## src/rtl/xpf_pkg.sv

```systemverilog
// shared types and constants for the payload fragmenter
package xpf_pkg;

  localparam int unsigned FRAME_LEN_W = 24;
  localparam int unsigned PAYLOAD_W   = 16;
  localparam int unsigned IDENT_W     = 24;
  localparam int unsigned HDR_BYTES   = 6;
  localparam int unsigned BEAT_W      = $clog2(HDR_BYTES + 1);
  localparam int unsigned CFG_IDX_W   = 8;
  localparam int unsigned CFG_DATA_W  = 24;

  localparam logic [CFG_IDX_W-1:0] REG_STREAM_IDENT = CFG_IDX_W'(0);
  localparam logic [CFG_IDX_W-1:0] REG_MAX_PAYLOAD  = CFG_IDX_W'(1);
  localparam logic [PAYLOAD_W-1:0] MAX_PAYLOAD_RST  = PAYLOAD_W'(1394);

  typedef enum logic [1:0] {
    FRAG_WHOLE  = 2'd0,
    FRAG_FIRST  = 2'd1,
    FRAG_MIDDLE = 2'd2,
    FRAG_LAST   = 2'd3
  } frag_e;

  // per-item fields the output side needs to emit the results of one item (the stream ident comes from its register)
  typedef struct packed {
    logic [7:0]           data;
    logic                 pend;
    logic                 hdr;
    frag_e                frag;
    logic [PAYLOAD_W-1:0] dlen;
  } xpf_desc_t;

  function automatic logic [7:0] type_byte(frag_e frag);
    return {frag, 5'b0, (frag == FRAG_WHOLE)};
  endfunction

endpackage

```

## src/rtl/xiph_payload_fragmenter.sv

```systemverilog
// top level: configuration registers, item register and header/data byte sequencer
// Cuts a byte stream of frames into packets of at most max_payload data bytes, each opened by a
// six-byte header (stream ident, type byte, big-endian data length). An item that carries an
// ordinary data byte yields one result and, while the output is not stalled, the block takes one
// item per cycle. An item that opens a packet yields seven results (six header bytes, then the
// data byte); the single output register holds the input stalled until the data byte leaves. The
// next item is taken in the same cycle as the last result of the previous one leaves.
// Configuration writes are always ready; write them only while no item is in flight.
module xiph_payload_fragmenter (
  input  logic                          clk_i,
  input  logic                          rst_ni,
  input  logic                          cfg_valid_i,
  output logic                          cfg_ready_o,
  input  logic [xpf_pkg::CFG_IDX_W-1:0] cfg_index_i,
  input  logic [xpf_pkg::CFG_DATA_W-1:0] cfg_data_i,
  input  logic                          in_valid_i,
  output logic                          in_stall_o,
  input  logic [7:0]                    data_byte_i,
  input  logic [23:0]                   frame_len_i,
  output logic                          out_valid_o,
  input  logic                          out_stall_i,
  output logic [7:0]                    out_byte_o,
  output logic                          packet_end_o,
  output logic                          run_last_o
);
  import xpf_pkg::*;

  logic [IDENT_W-1:0]   stream_ident_q;
  logic [PAYLOAD_W-1:0] max_payload_q;

  xpf_desc_t            desc_d, desc_q;
  logic                 valid_q;
  logic [BEAT_W-1:0]    beat_q;
  logic                 in_accept;
  logic                 last_beat;
  logic                 out_take;

  assign cfg_ready_o = 1'b1;

  always_ff @(posedge clk_i or negedge rst_ni) begin
    if (!rst_ni) begin
      stream_ident_q <= '0;
      max_payload_q  <= MAX_PAYLOAD_RST;
    end else if (cfg_valid_i && cfg_ready_o) begin
      case (cfg_index_i)
        REG_STREAM_IDENT: stream_ident_q <= cfg_data_i[IDENT_W-1:0];
        REG_MAX_PAYLOAD:  max_payload_q  <= cfg_data_i[PAYLOAD_W-1:0];
        default: ;
      endcase
    end
  end

  assign last_beat  = (beat_q == BEAT_W'(HDR_BYTES));
  assign out_take   = valid_q && !out_stall_i;
  assign in_stall_o = valid_q && !(last_beat && !out_stall_i);
  assign in_accept  = in_valid_i && !in_stall_o;

  xpf_frame_ctrl u_frame_ctrl (
    .clk_i         (clk_i),
    .rst_ni        (rst_ni),
    .accept_i      (in_accept),
    .data_byte_i   (data_byte_i),
    .frame_len_i   (frame_len_i),
    .max_payload_i (max_payload_q),
    .desc_o        (desc_d)
  );

  always_ff @(posedge clk_i or negedge rst_ni) begin
    if (!rst_ni) begin
      valid_q <= 1'b0;
      beat_q  <= '0;
    end else if (in_accept) begin
      valid_q <= 1'b1;
      // items without a header go straight to the data beat
      beat_q  <= desc_d.hdr ? '0 : BEAT_W'(HDR_BYTES);
    end else if (out_take) begin
      if (last_beat) begin
        valid_q <= 1'b0;
      end else begin
        beat_q <= beat_q + BEAT_W'(1);
      end
    end
  end

  always_ff @(posedge clk_i) begin
    if (in_accept) begin
      desc_q <= desc_d;
    end
  end

  always_comb begin
    case (beat_q)
      BEAT_W'(0): out_byte_o = stream_ident_q[23:16];
      BEAT_W'(1): out_byte_o = stream_ident_q[15:8];
      BEAT_W'(2): out_byte_o = stream_ident_q[7:0];
      BEAT_W'(3): out_byte_o = type_byte(desc_q.frag);
      BEAT_W'(4): out_byte_o = desc_q.dlen[15:8];
      BEAT_W'(5): out_byte_o = desc_q.dlen[7:0];
      default:    out_byte_o = desc_q.data;
    endcase
  end

  assign out_valid_o  = valid_q;
  assign packet_end_o = last_beat && desc_q.pend;
  assign run_last_o   = last_beat;

endmodule

```

## src/rtl/xpf_frame_ctrl.sv

```systemverilog
// frame and packet bookkeeping: decides header, fragment type and data length per item
module xpf_frame_ctrl (
  input  logic                          clk_i,
  input  logic                          rst_ni,
  input  logic                          accept_i,
  input  logic [7:0]                    data_byte_i,
  input  logic [23:0]                   frame_len_i,
  input  logic [xpf_pkg::PAYLOAD_W-1:0] max_payload_i,
  output xpf_pkg::xpf_desc_t            desc_o
);
  import xpf_pkg::*;

  logic [FRAME_LEN_W-1:0] frame_left_q, frame_left_d;
  logic [PAYLOAD_W-1:0]   packet_left_q, packet_left_d;
  logic                   frag_q, frag_d;
  logic                   sent_q, sent_d;

  logic [PAYLOAD_W-1:0]   mp;
  logic [FRAME_LEN_W-1:0] mp_ext;
  logic [FRAME_LEN_W-1:0] len;
  logic [FRAME_LEN_W-1:0] fl_eff;
  logic [PAYLOAD_W-1:0]   pl_eff;
  logic [PAYLOAD_W-1:0]   pl_start;
  logic [PAYLOAD_W-1:0]   dlen;
  logic                   new_frame;
  logic                   frag_eff;
  logic                   sent_eff;
  logic                   hdr;
  frag_e                  frag;

  always_comb begin
    mp        = (max_payload_i == '0) ? PAYLOAD_W'(1) : max_payload_i;
    mp_ext    = FRAME_LEN_W'(mp);
    len       = FRAME_LEN_W'(frame_len_i);
    if (len == '0) begin
      len = FRAME_LEN_W'(1);
    end
    new_frame = (frame_left_q == '0);
    fl_eff    = new_frame ? len : frame_left_q;
    frag_eff  = new_frame ? (len > mp_ext) : frag_q;
    sent_eff  = new_frame ? 1'b0 : sent_q;
    pl_eff    = new_frame ? '0 : packet_left_q;
    hdr       = (pl_eff == '0);
    dlen      = (fl_eff < mp_ext) ? fl_eff[PAYLOAD_W-1:0] : mp;

    if (!frag_eff) begin
      frag = FRAG_WHOLE;
    end else if (!sent_eff) begin
      frag = FRAG_FIRST;
    end else if (fl_eff > mp_ext) begin
      frag = FRAG_MIDDLE;
    end else begin
      frag = FRAG_LAST;
    end

    pl_start      = hdr ? dlen : pl_eff;
    sent_d        = sent_eff | (hdr & frag_eff);
    frag_d        = frag_eff;
    packet_left_d = pl_start - PAYLOAD_W'(1);
    frame_left_d  = fl_eff - FRAME_LEN_W'(1);

    desc_o.data = data_byte_i;
    desc_o.pend = (pl_start == PAYLOAD_W'(1));
    desc_o.hdr  = hdr;
    desc_o.frag = frag;
    desc_o.dlen = dlen;
  end

  always_ff @(posedge clk_i or negedge rst_ni) begin
    if (!rst_ni) begin
      frame_left_q  <= '0;
      packet_left_q <= '0;
      frag_q        <= 1'b0;
      sent_q        <= 1'b0;
    end else if (accept_i) begin
      frame_left_q  <= frame_left_d;
      packet_left_q <= packet_left_d;
      frag_q        <= frag_d;
      sent_q        <= sent_d;
    end
  end

endmodule
```

## config.mk

```make
export PLATFORM = sky130hd
export DESIGN_NAME = xiph_payload_fragmenter
export DESIGN_NICKNAME = d
export VERILOG_FILES = /design/src/rtl/xpf_pkg.sv /design/src/rtl/xiph_payload_fragmenter.sv /design/src/rtl/xpf_frame_ctrl.sv
export SDC_FILE = /design/constraint.sdc
export NUM_CORES = 1
export LEC_CHECK = 0
export ABC_AREA = 0
export BUFFER_PORTS_ARGS = -buffer_cell sky130_fd_sc_hd__buf_2
export CAP_MARGIN = 30
export CORE_UTILIZATION = 60
export DETAILED_ROUTE_END_ITERATION = 7
export PLACE_DENSITY = 0.82
export SLEW_MARGIN = 20
export SYNTH_ARGS = -nofsm -noshare
export SYNTH_HDL_FRONTEND = slang
export SYNTH_SLANG_ARGS = --single-unit
export TNS_END_PERCENT = 30
```

## constraint.sdc

```tcl
create_clock -name clk_i -period 5.45 [get_ports clk_i]
set_input_delay 0.545 -clock clk_i [delete_from_list [all_inputs] [get_ports clk_i]]
set_output_delay 0.545 -clock clk_i [all_outputs]
set_load 0.01 [all_outputs]
```

== Yosys cells after proc, flatten, opt, wreduce, memory -nomap -nowiden ==
Index checks and enable logic that the tools add are counted.

* Register bits: 113
* Input bits: 69
* Output and inout bits: 13
* Word-level logic and storage cells: 70

* Add/sub/neg operators: 3
* $lt $le $gt $ge: 3
* Eq/ne operators: 9
* Mux-type cells: 18
* Bitwise operators: 2
* Reductions and logical operators: 22

{| class="wikitable"
|+ Operators with widths
! kind !! number
|-
| 2-to-1 mux 16 bit || 4
|-
| > comparator 24 x 16 -> 1 bit || 2
|-
| logical NOT 24 bit || 2
|-
| 2-to-1 mux 24 bit || 2
|-
| one-hot mux 8 bit (6 select lines) || 1
|-
| logical NOT 16 bit || 2
|-
| less-than comparator 24 x 16 -> 1 bit || 1
|-
| subtractor 24 x 1 -> 24 bit, second input constant || 1
|-
| equality test 16 x 1 -> 1 bit, second input constant || 1
|-
| subtractor 16 x 1 -> 16 bit, second input constant || 1
|-
| 2-to-1 mux 3 bit || 4
|-
| AND reduction 2 bit || 5
|-
| equality test 3 bit, second input constant || 3
|-
| equality test 8 x 1 -> 1 bit, second input constant || 1
|-
| logical NOT 8 bit || 1
|-
| 2-to-1 mux 1 bit || 7
|-
| equality test 3 x 2 -> 1 bit, second input constant || 2
|-
| logical AND 1 bit || 5
|-
| nonzero test 2 bit || 2
|-
| adder 3 x 1 -> 3 bit, second input constant || 1
|-
| equality test 3 x 1 -> 1 bit, second input constant || 1
|-
| logical NOT 1 bit || 3
|-
| logical NOT 3 bit || 1
|-
| logical NOT 2 bit || 1
|-
| 3 further kinds || 3
|}

== Longest topological paths before layout ==
Gate-level depths: netlist of run 1.

* Depth after elaboration: 8
* Gate-level depth with buffers: 20
* Mapped depth without buffers: 18

== By module ==
Synthesis of run 1 repeated with hierarchy kept, for this count alone.

* Cell total of the unflattened synthesis: 716
* Area total of the unflattened synthesis: 7262.0 µm²

{| class="wikitable"
|+ Modules (own cells, without submodules)
! module !! instances !! cells each !! area each (µm²) !! sequential area each (µm²)
|-
| xpf_frame_ctrl || 1 || 509 || 4145.2 || 1051.0
|-
| xiph_payload_fragmenter || 1 || 207 || 3116.7 || 1919.3
|}

== Worst setup path before layout of run 1 ==
OpenSTA, ideal clock, no wires.

* Path type: register -> register
* Start point: register u_frame_ctrl.frame_left_q[17]
* End point: register u_frame_ctrl.packet_left_q[6]
* Setup time: 0.132 ns
* Arrival: 4.649 ns
* Data required time: 5.318 ns
* Slack: 0.669 ns
* Stages on the path, launching flop included: 19
* Path buffers: 1
* Period minus slack after synthesis: 4.781 ns
* Path through: dfrtp_1 -> or4_4 -> or4_4 -> nor2_4 -> buf_4 -> a21oi_1 -> inv_1 -> ha_1 -> nand3_1 -> or2_2 -> a41oi_1 -> nor3_1 -> a221oi_1 -> ha_1 -> inv_1 -> or3b_1 -> nor3_1 -> xnor2_1 -> o21ai_1

* Word-level cells in the longest chain between the ends: 6
* Elaborated cells on any way between the ends: 8
* Those cells by class: add/sub (1); order compare (1); mux (4); reduce/logical (2)

{| class="wikitable"
|+ RTL lines
! what !! RTL line !! text
|-
| start: declaration || xpf_frame_ctrl.sv:13 || <nowiki>logic [FRAME_LEN_W-1:0] frame_left_q, frame_left_d;</nowiki>
|-
| start signal: assignment || xpf_frame_ctrl.sv:76 || <nowiki>frame_left_q <= frame_left_d;</nowiki>
|-
| logical NOT 24 bit || xpf_frame_ctrl.sv:38 || <nowiki>new_frame = (frame_left_q == '0);</nowiki>
|-
| 2-to-1 mux 24 bit || xpf_frame_ctrl.sv:39 || <nowiki>fl_eff = new_frame ? len : frame_left_q;</nowiki>
|-
| less-than comparator 24 x 16 -> 1 bit || xpf_frame_ctrl.sv:44 || <nowiki>dlen = (fl_eff < mp_ext) ? fl_eff[PAYLOAD_W-1:0] : mp;</nowiki>
|-
| 2-to-1 mux 16 bit || xpf_frame_ctrl.sv:44 ||
|-
| 2-to-1 mux 16 bit * || xpf_frame_ctrl.sv:56 || <nowiki>pl_start = hdr ? dlen : pl_eff;</nowiki>
|-
| subtractor 16 x 1 -> 16 bit * || xpf_frame_ctrl.sv:59 || <nowiki>packet_left_d = pl_start - PAYLOAD_W'(1);</nowiki>
|-
| end signal: assignment || xpf_frame_ctrl.sv:77 || <nowiki>packet_left_q <= packet_left_d;</nowiki>
|-
| end: declaration || xpf_frame_ctrl.sv:14 || <nowiki>logic [PAYLOAD_W-1:0] packet_left_q, packet_left_d;</nowiki>
|}

Every way passes the cells marked *; elsewhere a longest branch is shown, timed or not.
A chain may end at the register's enable or synchronous reset.

== Worst setup path in the final report of run 1 ==
Ends and elaborated chain as after synthesis.

==> impl_results.md, run 1 <==
- DRT Pass-1 Iters: 8
- Seq/Total Area, Yosys: 0.412
- Initial antenna violation count: 0
- Post-synthesis cell type count: 80
- Warnings, synthesis: 0
- Worst R2R Path Depth: 20
- H-tree levels: 4
- Logic pwr share: 0.406
- Layout cell share with drive strength beyond 1: 0.260
- Worst path required time: 5.73 ns
- CTS Buf Count: 17
- Vias in the first global route: 6517
- Int Power: 2.32 mW
- FF-to-FF End: u_frame_ctrl.packet_left_q[6]
- Gr usage total: 0.358
- Die Footprint: 12400 um^2
- First-pass GRT wire length: 34300 um
- Hold-fix buffers, CTS: 0
- Mapped Nets: 863
- Post-Syn Area per Cell: 9.55 um^2
- P_sw: 1.53 mW
- # diodes: 0
- Ranking of synthesized cells by area: dfrtp_1, edfxtp_1, ha_1
- Area delta synth->final: 16.6%
- Crit path DAT: 5.45 ns
- DP HPWL: 15400 um
- Die span in y: 112 um
- Port Buffers: 80
- Max-slew violations: 0
- Count of standard-cell rows: 39
- FILL cells: 821
- Vias: 6486
- Post-placement cell count: 954
- Most frequent cell after synthesis: nand2_1
- NumNets Final: 941
- Vias/cell: 6.56
- Slew headroom: 0.338
- Pin count of the biggest net entering global routing: 68
- CP Max Fanout: 16
- Non-filler cells, final: 988
- Clk root buf: clkbuf_16
- Clock sinks: 113
- Post-route minimum period: 5.18 ns
- Top Ports: 82
- Post-synth EDFFs: 27
- Synthesized flop and latch total: 113
- Grt total ovfl: 0
- Top-area cell type share of the netlist area: 0.278
- Synth async-reset ratio: 0.761
- Residual DRC: 8
- Core Area: 11600 um^2
- Clk pwr share: 0.278
- RSZ-0062 raised after global routing: false
- Fin Setup TNS: 0 ns
- Status: finished with violations
- Clk slew on worst S/H paths: 0.05 ns
- Pre-CTS WS: 0.159 ns
- Clock Latency Late Sink: 0.42 ns
- Die Wd: 112 um
- Seq pwr share: 0.316
- WHS: 0.0464 ns
- Worst r2r src: u_frame_ctrl.frame_left_q[17]
- Critical Path Sink Type: flop
- Post-route setup slack: 0.273 ns
- F_max: 193 MHz
- Slew @ Worst Pin: 0.985 ns
- Cell Pwr Density: 459 nW/um^2
- WL/cell: 21.2 um
- Main flop type after synthesis: dfrtp_1
- Syn Inst Count: 754
- Worst Hold Class: in -> async
- Post-Syn Area: 7200 um^2
- Final period utilization: 0.950
- Detail Route Antenna Nets: 0
- Final wirelength: 21000 um
- Peak VDD IR: 0.276 mV
- Hold Fails Final Rpt: 0
- Cell taking the most area after synthesis: dfrtp_1
- Clk_skew: 0.00841 ns
- R2R setup slack: 0.27 ns
- Initial core utilization: 0.623
- Synth cell count leaders: nand2_1, dfrtp_1, o21ai_0
- Crit path launch type: flop
- Kind of critical path: reg -> reg
- CTS tree: built
- Final setup fails: 0
- Sw frac: 0.397
- Failing checks: DRC
- Drt first-iter violations: 875
- Max cap viols: 0
- Leakage: 3.64 nW
- CTS Buffer Depth: 2
- Gpl congestion: 1.03
repair_timing:
action	in CTS	in global routing
resized for setup	0	5
endpoints found under the setup margin	0	12
buffers inserted	0	2
power by group through the flow:
stage	registers [mW]	logic, mW	clock network [mW]
after global placement	1.21	1.46	0
final	1.22	1.56	1.07
after floorplan	1.16	1.06	0
after detailed placement	1.22	1.50	0
after global routing	1.23	1.73	1.12
after CTS	1.21	1.52	1.08
cell type report:
cell class,instances,area (um^2),area share
multi-input combinational,551,3900,0.464
sequential,113,2970,0.354
timing repair buffer,110,632,0.0752
clock buffer,23,489,0.0583
tap,143,179,0.0213
inverter,39,146,0.0174
clock inverter,9,82.6,0.00983
per-stage QoR:
stage | total power, mW | area (um^2) | util
2_1_floorplan | 2.22 | 7200 | -
3_3_place_gp | 2.67 | 7770 | 0.672
3_5_place_dp | 2.72 | 7790 | 0.673
4_1_cts | 3.80 | 8360 | 0.723
5_1_grt | 4.08 | 8400 | 0.726
6_report | 3.85 | 8400 | 0.726
cell usage in the layout, fill, tap and decap left out, types with 13 or more instances in the layout:
| cell type | n |
|---|---|
| a21oi_1 | 45 |
| a31oi_1 | 13 |
| buf_2 | 79 |
| buf_4 | 30 |
| clkbuf_16 | 18 |
| dfrtp_1 | 80 |
| edfxtp_1 | 27 |
| ha_1 | 40 |
| inv_1 | 38 |
| mux2_2 | 40 |
| nand2_1 | 81 |
| nand3_1 | 21 |
| nor2_1 | 32 |
| nor3_1 | 18 |
| o21ai_0 | 58 |
flip-flops by register name, indices dropped and copies added (netlist names):
register                    flops
u_frame_ctrl.frame_left_q      24
u_frame_ctrl.packet_left_q     16
u_frame_ctrl.sent_q             1
u_frame_ctrl.frag_q             1
beat_q                          3
stream_ident_q                 24
desc_q                         27
max_payload_q                  16
out_valid_o                     1
how the worst max path moves through the flow:
stage | endpoint | start | depth (start not counted)
global placement | u_frame_ctrl.packet_left_q[13] | u_frame_ctrl.frame_left_q[17] | 16
global route | u_frame_ctrl.packet_left_q[6] | u_frame_ctrl.frame_left_q[17] | 20
finish | u_frame_ctrl.packet_left_q[6] | u_frame_ctrl.frame_left_q[17] | 20
detailed placement | u_frame_ctrl.packet_left_q[14] | u_frame_ctrl.frame_left_q[17] | 16
floorplan | u_frame_ctrl.packet_left_q[6] | u_frame_ctrl.frame_left_q[17] | 18
CTS | u_frame_ctrl.packet_left_q[13] | u_frame_ctrl.frame_left_q[17] | 16
kinds of logic (layout without fill, tap and decap cells):
group,Yosys count,after routing,synth area share
buffers and inverters,90,181,0.0512
adders and majority gates,40,40,0.0695
xor gates and xnor gates,21,21,0.0255
AOI/OAI and AO/OA,222,222,0.211
DFF,113,113,0.412
other,1,1,0.000521
and+or+nand+nor,226,226,0.166
muxes,41,41,0.0639
layer usage:
metal  track usage  wire length, um
met4         0.150              730
met3        0.0789             1380
met2         0.602            10200
met5             0                0
met1         0.446             8660
critical path, stage by stage, from the launching register on:
cell	delay [ns]
dfrtp_1	0.42
or4_4	0.61
or4_4	0.60
nor2_4	0.13
buf_4	0.14
buf_4	0.20
a21oi_1	0.16
inv_1	0.11
ha_1	0.24
nor2b_1	0.14
o21ai_0	0.21
a21boi_2	0.14
buf_4	0.19
o311ai_1	0.32
o311a_1	0.28
ha_1	0.20
inv_1	0.04
or3b_1	0.43
nor3_1	0.23
xnor2_1	0.15
o21ai_1	0.09
Power figures use the tool's default switching activity.
==> run 2: changes to the inputs <==
--- a/config.mk
+++ b/config.mk
@@ -6,11 +6,11 @@
 export NUM_CORES = 1
 export LEC_CHECK = 0
 export ABC_AREA = 0
-export BUFFER_PORTS_ARGS = -buffer_cell sky130_fd_sc_hd__buf_2
+export BUFFER_PORTS_ARGS = -buffer_cell sky130_fd_sc_hd__buf_4
 export CAP_MARGIN = 30
-export CORE_UTILIZATION = 60
+export CORE_UTILIZATION = 40
 export DETAILED_ROUTE_END_ITERATION = 7
-export PLACE_DENSITY = 0.82
+export REMOVE_ABC_BUFFERS = 1
 export SLEW_MARGIN = 20
 export SYNTH_ARGS = -nofsm -noshare
 export SYNTH_HDL_FRONTEND = slang
==> run 2 against run 1 <==
Compared with the run above: non-clock buffer count is 5 lower; largest cell class unchanged; worst hold slack improved by 0.014 ns; clock skew decreased by 0.0013 ns; sequential cell count did not move; the run now ends clean; critical endpoint is now u_frame_ctrl.packet_left_q[13]; largest power group unchanged.
==> impl_results.md, run 2 (same netlist as run 1, synthesis figures left out) <==
- Largest register FFs: 27 (unchanged)
- Initial core utilization: 0.414 (-0.209)
- Gpl congestion: 0.970 (-5.8%)
- Detail Route Antenna Nets: 0 (unchanged)
- Area delta synth->final: 20.0%
- Layout cell share with drive strength beyond 1: 0.257 (-0.00321)
- Cell Pwr Density: 446 nW/um^2 (-2.8%)
- Most common cell after layout, fill and taps aside: buf_4
- Vias: 6336 (-2.3%)
- NumNets Final: 936 (-0.53%)
- Die span in y: 136 um (+22%)
- Post-route minimum period: 5.24 ns (+0.0668 ns)
- Metal2 WL: 10200 um (-0.23%)
- Core Area: 17400 um^2 (+51%)
- CTS Buf Count: 17 (unchanged)
- Clk_skew: 0.00710 ns (-0.00131 ns)
- Clk slew on worst S/H paths: 0.06 ns (about the same)
- WHS: 0.0606 ns (+0.0143 ns)
- Pin count of the biggest net entering global routing: 68 (unchanged)
- Peak VDD IR: 0.241 mV (-13%)
- CTS tree: built
- Clock Latency Late Sink: 0.43 ns (about the same)
- Pre-CTS WS: -0.0479 ns (-0.207 ns)
- # diodes: 0 (unchanged)
- H-tree levels: 4 (unchanged)
- Worst Hold Class: in -> async
- CTS Buffer Depth: 2 (unchanged)
- Largest stage delay, worst path: 0.61 ns (about the same)
- WL/cell: 20.1 um (-5.1%)
- Worst path required time: 5.74 ns (about the same)
- Metal3 WL: 1330 um (-4.2%)
- F_max: 191 MHz (-1.3%)
- Most flop-heavy register: desc_q
- Critical Path Sink Type: flop
- Biggest regs: desc_q: 27 flops, stream_ident_q: 24 flops, u_frame_ctrl.frame_left_q: 24 flops
- Gr usage total: 0.244 (-0.114)
- Max cap viols: 0 (unchanged)
- Top routing layer in use: met4
- CP Cell Sequence: or4_4 -> or4_4 -> nor2_4 -> buf_4 -> buf_4 -> a21oi_1 -> inv_1 -> ha_1 -> nor2b_1 -> o21ai_0 -> a21boi_2 -> buf_4 -> o311ai_0 -> o211ai_1 -> nor4_4 -> buf_4 -> nand2_4 -> nor3_1 -> o31ai_2
- Vias in the first global route: 6243 (-4.2%)
- Initial antenna violation count: 0 (unchanged)
- Crit path DAT: 5.54 ns (+0.09 ns)
- Final setup fails: 0 (unchanged)
- Most frequent cells in the layout: buf_4, nand2_1, dfrtp_1, o21ai_0, a21oi_1
- DRT Pass-1 Iters: 7 (-1)
- First-pass GRT wire length: 34000 um (-1.0%)
- Vias/cell: 5.95 (-9.4%)
- Final core occ: 0.496 (-0.230)
- Clock sinks: 113 (unchanged)
- Max-slew violations: 0 (unchanged)
- CP max-delay cell: or4_4
- M1 wire length: 9440 um (+9.0%)
- Count of standard-cell rows: 48 (+23%)
- Die Footprint: 18500 um^2 (+49%)
- Residual DRC: 0 (-8)
- RSZ-0062 raised after global routing: true
- Crit path launch type: flop
- Kind of critical path: reg -> reg
- Post-route setup slack: 0.206 ns (-0.0668 ns)
- CP Max Fanout: 12 (-4)
- Drt first-iter violations: 499 (-43%)
- Port Buffers: 80 (unchanged)
- Top Ports: 82 (unchanged)
- Final wirelength: 21500 um (+2.3%)
- Fin Setup TNS: 0 ns (unchanged)
- Grt total ovfl: 0 (unchanged)
- Clk root buf: clkbuf_16
- Status: complete, no violations
- Hold-fix buffers, CTS: 0 (unchanged)
- Crit-path most repeated cell: buf_4
- Dpl cell area: 8030 um^2 (+3.1%)
- Finished Cell Area: 8640 um^2 (+3.0%)
- Hold Fails Final Rpt: 0 (unchanged)
- Final period utilization: 0.962 (+0.0123)
- Slew @ Worst Pin: 0.932 ns (-0.0528 ns)
- DP HPWL: 15800 um (+3.0%)
- Leakage: 3.67 nW (+0.92%)
- Die Wd: 136 um (+22%)
- Slew headroom: 0.374 (+0.0354)
-- run 2: changes by cell type in the layout (fill, tap and decap cells not counted), moves of 2 or more --
cell | previous run | this run
clkbuf_1 | 3 | 1
nor4_2 | 2 | 0
buf_2 | 79 | 0
clkinvlp_4 | 2 | 4
buf_4 | 30 | 104
-- run 2: critical path, delay by kind of cell (launching register included) --
kind	cells	cell delay, ns
AOI/OAI and AO/OA	6	1.39
buffers and inverters	5	0.86
DFF	1	0.41
and+or+nand+nor	7	2.19
adders and majority gates	1	0.24
-- run 2: routing by layer --
| metal | vias up | GRT usage |
|---|---|---|
| li1 | 2948 | - |
| met1 | 3098 | 0.320 |
| met2 | 250 | 0.394 |
| met3 | 40 | 0.0451 |
| met4 | 0 | 0.0981 |
| met5 | - | 0 |
-- run 2: path summary, 6_finish.rpt --
path | to | slack, ns | cells after the start | start
setup / recovery | u_frame_ctrl.packet_left_q[13] | 0.21 | 19 | u_frame_ctrl.frame_left_q[17]
hold / removal | out_valid_o | 0.06 | 1 | rst_ni
setup reg to reg | u_frame_ctrl.packet_left_q[13] | 0.21 | 19 | u_frame_ctrl.frame_left_q[17]
hold reg to reg | stream_ident_q[7] | 0.51 | 1 | stream_ident_q[7]
max in group asynchronous | u_frame_ctrl.packet_left_q[6] | 4.31 | 2 | rst_ni
min in group clk_i | desc_q[21] | 0.29 | 1 | data_byte_i[1]
-- run 2: through the flow --
stage	power [mW]	instances
final	3.85	1065
after floorplan	2.18	703
after detailed placement	2.77	1028
after global placement	2.73	1027
after global routing	4.10	1065
after CTS	3.84	1063
-- run 2: power breakdown --
| group | switching [mW] | internal (mW) | total (mW) |
|---|---|---|---|
| registers | 0.171 | 1.04 | 1.22 |
| logic | 0.963 | 0.621 | 1.58 |
| clock network | 0.417 | 0.635 | 1.05 |
| total | 1.55 | 2.30 | 3.85 |
-- run 2: repair_timing --
| item | 4_1_cts | 5_1_grt |
|---|---|---|
| gates resized for setup | 0 | 4 |
| endpoints found under the setup margin | 6 | 12 |
| setup buffers | 3 | 2 |
| pin swaps | 1 | 2 |
| hold endpoints to repair | 0 | 0 |
-- run 2: area by class of cell --
| type | count | area (um^2) |
|---|---|---|
| clock buffers | 19 | 443 |
| repair buffers | 105 | 796 |
| fillers | 1615 | 8770 |
| inverters | 39 | 146 |
| clock inverters | 13 | 113 |
| multi-input cells | 551 | 3890 |
| flip-flops and latches | 113 | 2970 |
| well taps | 225 | 282 |
==> run 3: changes to the inputs <==
--- a/config.mk
+++ b/config.mk
@@ -8,11 +8,12 @@
 export ABC_AREA = 0
 export BUFFER_PORTS_ARGS = -buffer_cell sky130_fd_sc_hd__buf_4
 export CAP_MARGIN = 30
-export CORE_UTILIZATION = 40
+export CORE_UTILIZATION = 45
 export DETAILED_ROUTE_END_ITERATION = 7
 export REMOVE_ABC_BUFFERS = 1
 export SLEW_MARGIN = 20
 export SYNTH_ARGS = -nofsm -noshare
 export SYNTH_HDL_FRONTEND = slang
+export SYNTH_HIERARCHICAL = 1
 export SYNTH_SLANG_ARGS = --single-unit
 export TNS_END_PERCENT = 30
==> run 3 against run 2 <==
Compared with the run above: sequential cell count did not move; die area decreased by 10%; via count is 6.0% lower; critical path type unchanged; count of clock-buffer cells in the layout increased by 3; cell area about the same; global-route usage up 1.7 points; non-clock buffer count down 1; worst hold slack got worse by 0.0040 ns; sequential power about the same; first-iteration DRC count decreased by 7.2%.
==> impl_results.md, run 3 <==
- Fin Setup TNS: 0 ns (unchanged)
- Most frequent cell after synthesis: dfrtp_1
- # diodes: 0 (unchanged)
- Synth cell count leaders: dfrtp_1, nor2_1, ha_1, mux2_2, inv_1
- Clock sinks: 113 (unchanged)
- Area delta synth->final: 19.1%
- Vias in the first global route: 5936 (-4.9%)
- Largest stage delay, worst path: 0.59 ns (-0.02 ns)
- Residual DRC: 0 (unchanged)
- Drt first-iter violations: 463 (-7.2%)
- Worst path top cell family by delay: simple AND/OR/NAND/NOR gates
- Core Area: 15800 um^2 (-9.1%)
- Pin count of the biggest net entering global routing: 85 (+25%)
- Post-route setup slack: 0.282 ns (+0.0759 ns)
- Top-area cell type share of the netlist area: 0.276 (-0.00230)
- Main flop type after synthesis: dfrtp_1
- Warnings, synthesis: 6 (+6)
- Final period utilization: 0.948 (-0.0139)
- Post-synthesis cell type count: 73 (-8.8%)
- F_max: 194 MHz (+1.5%)
- CP Launch Point: u_frame_ctrl/frame_left_q[5]
- Pre-CTS WS: 0.0619 ns (+0.110 ns)
- CTS tree: built
- Worst path required time: 5.75 ns (about the same)
- Slew headroom: 0.466 (+0.0921)
- Most common cell after layout, fill and taps aside: buf_4
- Ranking of synthesized cells by area: dfrtp_1, edfxtp_1, ha_1
- DRT Pass-1 Iters: 5 (-2)
- Hold-fix buffers, CTS: 0 (unchanged)
- Max cap viols: 0 (unchanged)
- RSZ-0062 raised after global routing: false
- Post-synth EDFFs: 27 (unchanged)
- Post-Syn Area per Cell: 10.1 um^2 (+6.2%)
- Postcts setup bufs: 0 (-3)
- Int Power: 2.39 mW (+3.7%)
- NumNets Final: 895 (-4.4%)
- WL/cell: 20.3 um (+1.0%)
- Clk_skew: 0.00860 ns (+0.00150 ns)
- Initial antenna violation count: 0 (unchanged)
- Sw frac: 0.374 (-0.0284)
- Worst Hold Class: in -> async
- Slew @ Worst Pin: 0.801 ns (-0.131 ns)
- CP Max Fanout: 29 (+17)
- Leakage: 3.92 nW (+6.9%)
- Cell Pwr Density: 441 nW/um^2 (-1.0%)
- Clk pwr share: 0.269 (-0.004)
- Crit path to: u_frame_ctrl/packet_left_q[8]
- Seq pwr share: 0.321 (+0.005)
- Crit path DAT: 5.47 ns (-0.07 ns)
- Die Footprint: 16700 um^2 (-10%)
- Vias/cell: 5.87 (-1.3%)
- CP Cell Sequence: or4_1 -> and4b_1 -> and2_4 -> a21oi_1 -> inv_1 -> ha_1 -> a21oi_1 -> o21ai_0 -> a221o_1 -> nor4_4 -> buf_12 -> a21oi_1 -> a22oi_1 -> ha_1 -> inv_1 -> or3_1 -> nor3_1 -> xor2_1 -> mux2_2
- Synth async-reset ratio: 0.761 (unchanged)
- Final core occ: 0.546 (+0.0499)
- Gr usage total: 0.261 (+0.0170)
- Vias: 5959 (-6.0%)
- Post-route minimum period: 5.17 ns (-0.0759 ns)
- CP max-delay cell: or4_1
- Layout cell share with drive strength beyond 1: 0.258 (+0.000679)
- Grt total ovfl: 0 (unchanged)
- Die span in y: 129 um (-5.2%)
- R2R setup slack: 0.28 ns (+0.08 ns)
- Synthesized flop and latch total: 113 (unchanged)
- Port Buffers: 80 (unchanged)
- P_sw: 1.43 mW (-8.0%)
- Final setup fails: 0 (unchanged)
- Post-CTS Resized: 0 (unchanged)
- Clk root buf: clkbuf_16
- H-tree levels: 4 (unchanged)
- Post-Syn Area: 7260 um^2 (+0.83%)
- First-pass GRT wire length: 32500 um (-4.3%)
- Seq/Total Area, Yosys: 0.409 (-0.00341)
- Die Wd: 129 um (-5.2%)
- Top Ports: 82 (unchanged)
- Hold Fails Final Rpt: 0 (unchanged)
- Detail Route Antenna Nets: 0 (unchanged)
- Max-slew violations: 0 (unchanged)
- Most flop-heavy register: desc_q
- Count of standard-cell rows: 46 (-4.2%)
- Crit path buffers/inverters: 3 (-2)
- Initial core utilization: 0.459 (+0.0453)
- Final wirelength: 20700 um (-3.7%)
- Logic pwr share: 0.410 (about the same)
- CP Depth: 19 (unchanged)
- CTS Buf Count: 17 (unchanged)
- Most frequent cells in the layout: buf_4, dfrtp_1, nor2_1, mux2_2, ha_1
- Cell taking the most area after synthesis: dfrtp_1
- Crit-path most repeated cell: a21oi_1
- Crit path launch type: flop
- Worst R2R Path Depth: 19 (unchanged)
- Largest register FFs: 27 (unchanged)
- FF-to-FF End: u_frame_ctrl/packet_left_q[8]
- Kind of critical path: reg -> reg
- Gpl congestion: 0.954 (-1.7%)
- Clk slew on worst S/H paths: 0.06 ns (about the same)
- Critical Path Sink Type: flop
- CTS Buffer Depth: 2 (unchanged)
- Status: complete, no violations
- Worst r2r src: u_frame_ctrl/frame_left_q[5]
- Peak VDD IR: 0.254 mV (+5.7%)
- Clock Latency Late Sink: 0.42 ns (about the same)
- Biggest regs: desc_q: 27 flops, stream_ident_q: 24 flops, u_frame_ctrl/frame_left_q: 24 flops
- Power, Total: 3.81 mW (-1.0%)
- DP HPWL: 15500 um (-2.3%)
- Syn Inst Count: 716 (-5.0%)
[run 3: stage by stage]
step | std cells | hold WS (ns) | area (um^2)
detailed placement | 982 | 0.475 | 8070
global placement | 981 | 0.467 | 8050
CTS | 1014 | 0.0611 | 8610
floorplan | 663 | 0.249 | 6990
finish | 1015 | 0.0567 | 8650
global route | 1015 | 0.0743 | 8650
[run 3: worst min-delay path by stage]
stage | end | cells past startpoint | slack [ns]
2_1_floorplan | beat_q[0] | 0 | 0.25
3_3_place_gp | stream_ident_q[8] | 1 | 0.47
3_5_place_dp | stream_ident_q[4] | 1 | 0.47
4_1_cts | stream_ident_q[23] | 1 | 0.06
5_1_grt | stream_ident_q[23] | 1 | 0.07
6_report | stream_ident_q[23] | 1 | 0.06
[run 3: cell type report]
type / count / area [um^2]
sequential: 113 / 2970
clock inverter: 10 / 87.6
multi-input combinational: 510 / 3890
fill: 1374 / 7180
inverter: 40 / 150
timing repair buffer: 104 / 821
clock buffer: 22 / 454
tap: 216 / 270
[run 3: kinds of logic (layout without fill, tap and decap cells)]
family / after synthesis / count (layout) / synth area share
adders and majority gates: 40 / 40 / 0.0689
muxes: 80 / 80 / 0.127
DFF: 113 / 113 / 0.409
xor gates and xnor gates: 22 / 22 / 0.0265
and+or+nand+nor: 192 / 192 / 0.142
other: 1 / 1 / 0.000516
AOI/OAI and AO/OA: 175 / 175 / 0.167
buffers and inverters: 93 / 176 / 0.0575
[run 3: routing by layer]
metal / up-vias / part of all wire / track usage
met1: 2921 / 0.46 / 0.355
met4: 0 / 0.012 / 0.0727
met2: 232 / 0.47 / 0.426
li1: 2786 / - / -
met3: 20 / 0.058 / 0.0467
met5: - / 0 / 0
[run 3: power groups by stage]
stage                     logic, mW  registers, mW  clock network [mW]
after floorplan                1.02           1.18                   0
after global placement         1.50           1.23                   0
after detailed placement       1.53           1.23                   0
after CTS                      1.54           1.22                1.04
after global routing           1.71           1.25                1.08
final                          1.56           1.22                1.02
